**config.mk**
```make
export PLATFORM = sky130hd
export DESIGN_NAME = serial_frame_receiver_crc8_flat
export DESIGN_NICKNAME = d
export VERILOG_FILES = /design/src/hw/rtl/sfrc8_pkg.sv /design/src/hw/rtl/sfrc8_if.sv /design/src/hw/rtl/serial_frame_receiver_crc8.sv /design/src/flat_wrapper.sv
export SDC_FILE = /design/constraint.sdc
export NUM_CORES = 1
export LEC_CHECK = 0
export BUFFER_PORTS_ARGS = -buffer_cell sky130_fd_sc_hd__buf_4
export CAP_MARGIN = 20
export CORE_MARGIN = 5
export CORE_UTILIZATION = 57
export CTS_CLUSTER_SIZE = 28
export DETAILED_ROUTE_END_ITERATION = 8
export GPL_TIMING_DRIVEN = 0
export PLACE_DENSITY_LB_ADDON = 0.3
export SLEW_MARGIN = 15
export SYNTH_ARGS = -nofsm -noshare
export SYNTH_HDL_FRONTEND = slang
export SYNTH_SLANG_ARGS = --single-unit
```
**constraint.sdc**
```tcl
create_clock -name clk -period 4.7 [get_ports clk]
set_input_delay 0.94 -clock clk [delete_from_list [all_inputs] [get_ports clk]]
set_output_delay 0.94 -clock clk [all_outputs]
set_load 0.02 [all_outputs]
```
**src/hw/rtl/sfrc8_pkg.sv**
```systemverilog
// ----------------------------------------------------------------------------
// sfrc8_pkg: shared types and constants for the serial frame receiver
// Holds field widths, header bytes, parse phase codes, event codes and the
// bytewise reflected CRC-8 update.
// ----------------------------------------------------------------------------
package sfrc8_pkg;

  localparam int unsigned ByteW  = 8;
  localparam int unsigned EventW = 2;
  localparam int unsigned PhaseW = 3;

  typedef logic [ByteW-1:0]  byte_t;
  typedef logic [EventW-1:0] event_t;
  typedef logic [PhaseW-1:0] phase_t;

  localparam byte_t HdrFirst  = 8'hAA;
  localparam byte_t HdrSecond = 8'h55;
  localparam byte_t CrcPoly   = 8'h8C;
  localparam byte_t CountStep = 8'h01;

  // Parse phases
  localparam phase_t PH_HEAD0   = 3'd0;
  localparam phase_t PH_HEAD1   = 3'd1;
  localparam phase_t PH_FUNC    = 3'd2;
  localparam phase_t PH_LEN     = 3'd3;
  localparam phase_t PH_PAYLOAD = 3'd4;
  localparam phase_t PH_CRC     = 3'd5;

  // Event codes
  localparam event_t EV_NONE = 2'd0;
  localparam event_t EV_GOOD = 2'd1;
  localparam event_t EV_BAD  = 2'd2;

  typedef struct packed {
    event_t event_res;
    logic   is_payload;
    byte_t  payload_pos;
    byte_t  func_code;
    byte_t  length_seen;
    byte_t  crc_calc;
    byte_t  crc_recv;
  } res_t;

  // Reflected CRC-8, one byte: eight shift/xor steps on an 8-bit value.
  function automatic byte_t crc8_feed(input byte_t crc, input byte_t b);
    byte_t c;
    c = crc ^ b;
    for (int k = 0; k < 8; k++) begin
      if (c[0]) begin
        c = (c >> 1) ^ CrcPoly;
      end else begin
        c = c >> 1;
      end
    end
    return c;
  endfunction

endpackage

```
**src/hw/rtl/sfrc8_if.sv**
```systemverilog
// ----------------------------------------------------------------------------
// sfrc8 channel interfaces
// Valid/ready channels for received bytes and for per-byte results.
// ----------------------------------------------------------------------------
interface sfrc8_in_if;
  import sfrc8_pkg::*;

  logic  valid;
  logic  ready;
  byte_t rx_byte;

  modport source (output valid, output rx_byte, input ready);
  modport sink   (input valid, input rx_byte, output ready);
endinterface

interface sfrc8_out_if;
  import sfrc8_pkg::*;

  logic   valid;
  logic   ready;
  event_t event_res;
  logic   is_payload;
  byte_t  payload_pos;
  byte_t  func_code;
  byte_t  length_seen;
  byte_t  crc_calc;
  byte_t  crc_recv;

  modport source (output valid, output event_res, output is_payload, output payload_pos,
                  output func_code, output length_seen, output crc_calc, output crc_recv,
                  input ready);
  modport sink   (input valid, input event_res, input is_payload, input payload_pos,
                  input func_code, input length_seen, input crc_calc, input crc_recv,
                  output ready);
endinterface

```
**src/hw/rtl/serial_frame_receiver_crc8.sv**
```systemverilog
// A result item is registered and appears in the cycle after its byte is accepted.
// Throughput: one byte per cycle unless stalled; parser, counters, one bytewise
//   CRC-8 update sit between the accepted byte and the result register.
// A byte is taken whenever the result register is empty or being drained.
// Reset (rst_n low, synchronous) returns the parser to waiting for 0xAA,
//   clears counts, function, length and CRC, and empties the result register.
// ----------------------------------------------------------------------------
// serial_frame_receiver_crc8: byte-serial frame parser with CRC-8 check
// Recognizes 0xAA 0x55 func len payload crc frames and reports one result
// item per received byte.
// ----------------------------------------------------------------------------
module serial_frame_receiver_crc8 (
  input logic        clk,
  input logic        rst_n,
  sfrc8_in_if.sink   in_ch,
  sfrc8_out_if.source out_ch
);
  import sfrc8_pkg::*;

  // Parser state
  phase_t phase_r,   phase_nxt;
  byte_t  count_r,   count_nxt;
  byte_t  length_r,  length_nxt;
  byte_t  func_r,    func_nxt;
  byte_t  crc_r,     crc_nxt;

  // Result register
  logic   out_valid_r, out_valid_nxt;
  res_t   res_r,       res_nxt;

  logic   in_acc;
  byte_t  b;
  byte_t  count_inc;
  byte_t  crc_upd;

  // Take a new byte while the result register is empty or being drained.
  assign in_ch.ready = !out_valid_r || out_ch.ready;
  assign in_acc      = in_ch.valid && in_ch.ready;
  assign b           = in_ch.rx_byte;
  assign count_inc   = count_r + CountStep;

  // One CRC update serves the function, length and payload phases; the
  // function byte starts from a zero CRC.
  assign crc_upd = crc8_feed((phase_r == PH_FUNC) ? '0 : crc_r, b);

  always_comb begin
    phase_nxt  = phase_r;
    count_nxt  = count_r;
    length_nxt = length_r;
    func_nxt   = func_r;
    crc_nxt    = crc_r;

    res_nxt             = '0;
    res_nxt.event_res   = EV_NONE;

    case (phase_r)
      PH_HEAD0: begin
        // Start of frame: clear what the last frame left.
        if (b == HdrFirst) begin
          func_nxt   = '0;
          length_nxt = '0;
          count_nxt  = '0;
          crc_nxt    = '0;
          phase_nxt  = PH_HEAD1;
        end
      end
      PH_HEAD1: begin
        // Drop back on anything but 0x55, a repeated 0xAA included.
        phase_nxt = (b == HdrSecond) ? PH_FUNC : PH_HEAD0;
      end
      PH_FUNC: begin
        func_nxt  = b;
        crc_nxt   = crc_upd;
        phase_nxt = PH_LEN;
      end
      PH_LEN: begin
        length_nxt = b;
        count_nxt  = '0;
        crc_nxt    = crc_upd;
        // Empty payload: go straight to the CRC byte.
        phase_nxt  = (b == '0) ? PH_CRC : PH_PAYLOAD;
      end
      PH_PAYLOAD: begin
        res_nxt.is_payload  = 1'b1;
        res_nxt.payload_pos = count_r;
        crc_nxt             = crc_upd;
        count_nxt           = count_inc;
        if (count_inc == length_r) begin
          phase_nxt = PH_CRC;
        end
      end
      PH_CRC: begin
        res_nxt.crc_recv  = b;
        res_nxt.event_res = (b == crc_r) ? EV_GOOD : EV_BAD;
        phase_nxt         = PH_HEAD0;
      end
      default: begin
        // Unreachable codes: ignore the byte and resync.
        phase_nxt = PH_HEAD0;
      end
    endcase

    res_nxt.func_code   = func_nxt;
    res_nxt.length_seen = length_nxt;
    res_nxt.crc_calc    = crc_nxt;
  end

  // Hold the result until taken; load a new one on each accepted byte.
  assign out_valid_nxt = in_acc ? 1'b1 : (out_valid_r && !out_ch.ready);

  always_ff @(posedge clk) begin
    if (!rst_n) begin
      phase_r     <= PH_HEAD0;
      count_r     <= '0;
      length_r    <= '0;
      func_r      <= '0;
      crc_r       <= '0;
      out_valid_r <= 1'b0;
    end else begin
      out_valid_r <= out_valid_nxt;
      if (in_acc) begin
        phase_r  <= phase_nxt;
        count_r  <= count_nxt;
        length_r <= length_nxt;
        func_r   <= func_nxt;
        crc_r    <= crc_nxt;
      end
    end
  end

  always_ff @(posedge clk) begin
    if (in_acc) begin
      res_r <= res_nxt;
    end
  end

  assign out_ch.valid       = out_valid_r;
  assign out_ch.event_res   = res_r.event_res;
  assign out_ch.is_payload  = res_r.is_payload;
  assign out_ch.payload_pos = res_r.payload_pos;
  assign out_ch.func_code   = res_r.func_code;
  assign out_ch.length_seen = res_r.length_seen;
  assign out_ch.crc_calc    = res_r.crc_calc;
  assign out_ch.crc_recv    = res_r.crc_recv;

  // In the payload phase the count always stays below the frame length.
  a_count_below_len: assert property (@(posedge clk) disable iff (!rst_n)
    phase_r == PH_PAYLOAD |-> count_r < length_r)
    else $error("payload count reached frame length inside payload phase");

  // A CRC byte always yields a completed-frame event.
  a_crc_event: assert property (@(posedge clk) disable iff (!rst_n)
    in_acc && phase_r == PH_CRC |=>
      out_valid_r && (res_r.event_res == EV_GOOD || res_r.event_res == EV_BAD))
    else $error("CRC byte produced no frame event");

  // A payload result never carries a frame event.
  a_payload_no_event: assert property (@(posedge clk) disable iff (!rst_n)
    out_valid_r && res_r.is_payload |-> res_r.event_res == EV_NONE)
    else $error("payload item carries a frame event");

  // Second header byte either advances to the function code or resyncs.
  a_head1_next: assert property (@(posedge clk) disable iff (!rst_n)
    in_acc && phase_r == PH_HEAD1 |=> phase_r == PH_FUNC || phase_r == PH_HEAD0)
    else $error("bad transition out of second header phase");

  // An empty result register never blocks the input.
  a_ready_when_empty: assert property (@(posedge clk) disable iff (!rst_n)
    !out_valid_r |-> in_ch.ready)
    else $error("input stalled with empty result register");

endmodule
```
**src/flat_wrapper.sv**
```systemverilog
// flat-port wrapper written by rule: the top's interface ports become plain ports
module serial_frame_receiver_crc8_flat import sfrc8_pkg::*;
  (clk, rst_n, in_ch_valid, in_ch_rx_byte, in_ch_ready, out_ch_valid, out_ch_event_res, out_ch_is_payload, out_ch_payload_pos, out_ch_func_code, out_ch_length_seen, out_ch_crc_calc, out_ch_crc_recv, out_ch_ready);
  sfrc8_in_if in_ch_i ();
  sfrc8_out_if out_ch_i ();
  input logic clk;
  input logic rst_n;
  input wire logic [$bits(in_ch_i.valid)-1:0] in_ch_valid;
  input wire logic [$bits(in_ch_i.rx_byte)-1:0] in_ch_rx_byte;
  output wire logic [$bits(in_ch_i.ready)-1:0] in_ch_ready;
  output wire logic [$bits(out_ch_i.valid)-1:0] out_ch_valid;
  output wire logic [$bits(out_ch_i.event_res)-1:0] out_ch_event_res;
  output wire logic [$bits(out_ch_i.is_payload)-1:0] out_ch_is_payload;
  output wire logic [$bits(out_ch_i.payload_pos)-1:0] out_ch_payload_pos;
  output wire logic [$bits(out_ch_i.func_code)-1:0] out_ch_func_code;
  output wire logic [$bits(out_ch_i.length_seen)-1:0] out_ch_length_seen;
  output wire logic [$bits(out_ch_i.crc_calc)-1:0] out_ch_crc_calc;
  output wire logic [$bits(out_ch_i.crc_recv)-1:0] out_ch_crc_recv;
  input wire logic [$bits(out_ch_i.ready)-1:0] out_ch_ready;
  assign in_ch_i.valid = in_ch_valid;
  assign in_ch_i.rx_byte = in_ch_rx_byte;
  assign in_ch_ready = in_ch_i.ready;
  assign out_ch_valid = out_ch_i.valid;
  assign out_ch_event_res = out_ch_i.event_res;
  assign out_ch_is_payload = out_ch_i.is_payload;
  assign out_ch_payload_pos = out_ch_i.payload_pos;
  assign out_ch_func_code = out_ch_i.func_code;
  assign out_ch_length_seen = out_ch_i.length_seen;
  assign out_ch_crc_calc = out_ch_i.crc_calc;
  assign out_ch_crc_recv = out_ch_i.crc_recv;
  assign out_ch_i.ready = out_ch_ready;
  serial_frame_receiver_crc8 u_core (.clk(clk), .rst_n(rst_n), .in_ch(in_ch_i), .out_ch(out_ch_i));
endmodule
```
==> metrics.md <==
| Metric | Value |
|---|---|
| Status | `complete, no violations` |
| Port Buffers | `48` |
| Slew of the pin with the lowest slew margin | `1.10 ns` |
| Fin area | `0.00459 mm2` |
| Die ar. | `0.00857 mm2` |
| Post-Synth Simple-Gate Area | `17.2%` |
| Clock Tree Root | `clkbuf_8` |
| Final hold slack | `0.513 ns` |
| Family with the most delay on the worst path | `buffers and inverters` |
| WS Path Type | `input pin to flip-flop` |
| CP max FO | `10` |
| Max Cap Viol | `0` |
| DP Wirelength | `6.16 mm` |
| Number of enable flip-flop cells after synthesis | `43` |
| Largest net degree at the start of global routing | `34` |
| Area grow syn2layout | `18.1%` |
| Setup Fix Bufs, Post-CTS | `0` |
| Syn Std Cell Area | `0.00388 mm2` |
| Initial Util | `57.8%` |
| Final setup violation count | `0` |
| Main combinational cell family by area after synthesis | `simple AND/OR/NAND/NOR gates` |
| Period minus WS final | `2.70 ns` |
| Routed Antenna Nets | `0` |
| Post-synth cell types | `50` |
| Bufs and invs on worst path | `3` |
| Leakage | `1.77 nW` |
| Post-synthesis compound-gate area fraction | `15.8%` |
| Worst Hold Class | `flip-flop to flip-flop` |
| Wire per inst | `18.3 um` |
| Hold Fails Final Rpt | `0` |
| Critical path's largest stage delay | `0.47 ns` |
| Post-synth top flop | `edfxtp_1` |
| Post-CTS Hold Buffers | `0` |
| Die Y | `92.6 um` |
| Largest cells by area after synthesis | `edfxtp_1, dfxtp_1, a22o_1` |
| Clk_skew | `0.0125 ns` |
| Later-pin clock latency in the skew report | `0.36 ns` |
| Iter 0 DRT Violations | `257` |
| DRT Pass-1 Iters | `5` |
| Final Net Count | `430` |
| Post-synthesis sequential area ratio | `51.8%` |
| Mapped Nets | `370` |
| Clock Tree Buf Depth | `2` |
| Xor/xnor share of the synthesized area | `10.8%` |
| Vias in the first global route | `2,890` |
| Final wirelength | `9.20 mm` |
| Setup TNS | `0 ns` |
| Crit path cell chain | `clkbuf_1, and4_1, a21oi_1, nand2b_1, clkbuf_1, or2_1, clkbuf_1, a22oi_1, nor2b_1` |
| Area of the core | `0.00672 mm2` |
| Post-synthesis mux area share | `0.290%` |
| Clk slew on worst S/H paths | `0.08 ns` |
| CTS tree | `built` |
| CTS Buf Count | `9` |
| Vias | `3,033` |
| Routability cong. | `0.887` |
| N_diodes | `0` |
| Tcrit/Tclk final | `57.5%` |
| Share of layout cells above drive strength 1 | `19.0%` |
| Final Max Tran Viols | `0` |
| Tot GR Track Use | `22.4%` |
| Max VDD drop | `0.000131 V` |
| H-tree levels | `3` |
| DRC | `0` |
| Warnings, synthesis | `0` |
| CP Data Required Time | `4.95 ns` |
| Fraction of registers with async set/reset | `0%` |
| Post-synth top area share | `33.2%` |
| Placed Area | `0.00437 mm2` |
| CP max stage cell | `clkbuf_1` |
| Clk sink count | `79` |
| #FFs+latches synth | `79` |
| Syn Inst Count | `357` |
| RSZ-0062 raised after global routing | `no` |
| Worst rel slew slack | `25.8%` |
| Critical Path AT | `2.95 ns` |
| FMAX | `0.370 GHz` |
| Row count | `30` |
| Cell Pwr Density | `316 mW/mm2` |
| Most frequent cell on the critical path | `clkbuf_1` |
| Io pins | `57` |
| Largest area contributor in the netlist | `edfxtp_1` |
| Initial antenna violation count | `0` |
| Mean Syn Cell Area | `10.9 um2` |
| # fillers | `504` |
| Gr ovfl total | `0` |
| Crit path capture type | `flip-flop` |
| Startpoint Class | `input pin` |
| DR vias/cell | `6.04` |
| Post-Synth Adder-Cell Area | `0.322%` |
| Post-cts sizing count | `0` |
| Die X | `92.6 um` |
| Global-route wire length before repair | `14.9 mm` |
-- flip-flops by register name, summed over array words and instances (netlist names) --
name                       count
u_core.out_ch.func_code        8
u_core.out_ch.payload_pos      8
u_core.crc_r                   8
u_core.phase_r                 3
u_core.out_ch.crc_calc         8
u_core.out_ch.valid            1
u_core.out_ch.crc_recv         8
u_core.out_ch.is_payload       1
u_core.count_r                 8
u_core.out_ch.length_seen      8
u_core.out_ch.event_res        2
u_core.func_r                  8
u_core.length_r                8
-- worst paths after layout --
check                                                    start                                  end  slack [ns]  depth (start not counted)
worst min-delay path            u_core.count_r[7]$_SDFFE_PN0P_       u_core.count_r[7]$_SDFFE_PN0P_        0.51                          2
worst max-delay path                          in_ch_rx_byte[1]        u_core.func_r[1]$_SDFFE_PN0P_        2.00                          9
worst min register to register  u_core.count_r[7]$_SDFFE_PN0P_       u_core.count_r[7]$_SDFFE_PN0P_        0.51                          2
worst max register to register  u_core.phase_r[2]$_SDFFE_PN0P_  u_core.out_ch.crc_calc[2]$_DFFE_PP_        2.21                          8
-- layer usage --
metal	up-vias	wire length (um)	part of all wire [%]	GRT usage (%)
met3	19	692	7.5	5.28
li1	1418	-	-	-
met4	0	235	2.6	10.9
met1	1450	3950	43	30.0
met5	-	0	0	0
met2	146	4320	47	34.1
-- area by class of cell --
cell class                      count  area, um2  area share (%)
Timing Repair Buffer               49        380            8.29
Multi-Input combinational cell    245       1720            37.6
Sequential cell                    79       2010            43.8
Clock inverter                      5       81.3            1.77
Tap cell                           80        100            2.18
Clock buffer                       11        141            3.08
Buffer                             28        131            2.86
Inverter                            5       18.8           0.409
-- cells by family (layout without fill, tap and decap cells) --
family	Yosys count	count (layout)
AOI/OAI and AO/OA	81	81
xor gates and xnor gates	41	41
adders and majority gates	1	1
buffers and inverters	33	98
DFF	79	79
muxes	1	1
and+or+nand+nor	121	121
-- cells in the mapped netlist (all sizes together), types with 7 or more instances --
cell	n
a21boi	10
a21oi	7
a22o	22
a22oi	17
and3	18
buf	7
clkbuf	21
dfxtp	36
edfxtp	43
nand2	27
nor2	16
nor2b	25
o21ai	9
xnor2	20
xor2	19
-- layout by cell type (no fill, tap or decap), drive strengths merged, types with 3 or more instances in the layout --
| cell type | instances |
|---|---|
| clkbuf | 32 |
| nor3 | 6 |
| nand3 | 6 |
| clkinv | 3 |
| or2 | 3 |
| inv | 4 |
| a32oi | 3 |
| a32o | 4 |
| o21ai | 9 |
| and3 | 18 |
| a22o | 22 |
| edfxtp | 43 |
| nand2 | 27 |
| xor2 | 19 |
| nand2b | 6 |
| nor2b | 25 |
| xnor2 | 20 |
| nor2 | 16 |
| a21oi | 7 |
| dfxtp | 36 |
| nor4 | 5 |
| buf | 56 |
| a21boi | 10 |
| a22oi | 17 |
-- worst min-delay path: stages, from the launching register on --
cell and delay [ns]:
dfxtp_1 0.34, nand2_1 0.06, a21boi_0 0.06
-- per-stage QoR --
step           power, mW  worst slack [ns]  instances  utilization [%]
6_report            1.45              2.00        502             68.3
4_1_cts             1.45              2.04        502             68.3
3_3_place_gp       0.895            -0.146        485             64.7
5_1_grt             1.50              1.83        502             68.3
3_5_place_dp       0.899              1.68        486             65.0
2_1_floorplan      0.849             0.809        357                -
-- report_power, final --
group          switching, mW  internal, mW
sequential           0.00472         0.742
clock                  0.252         0.314
combinational         0.0848        0.0527
total                  0.342          1.11
No activity file was read; power rests on OpenSTA's default activity.
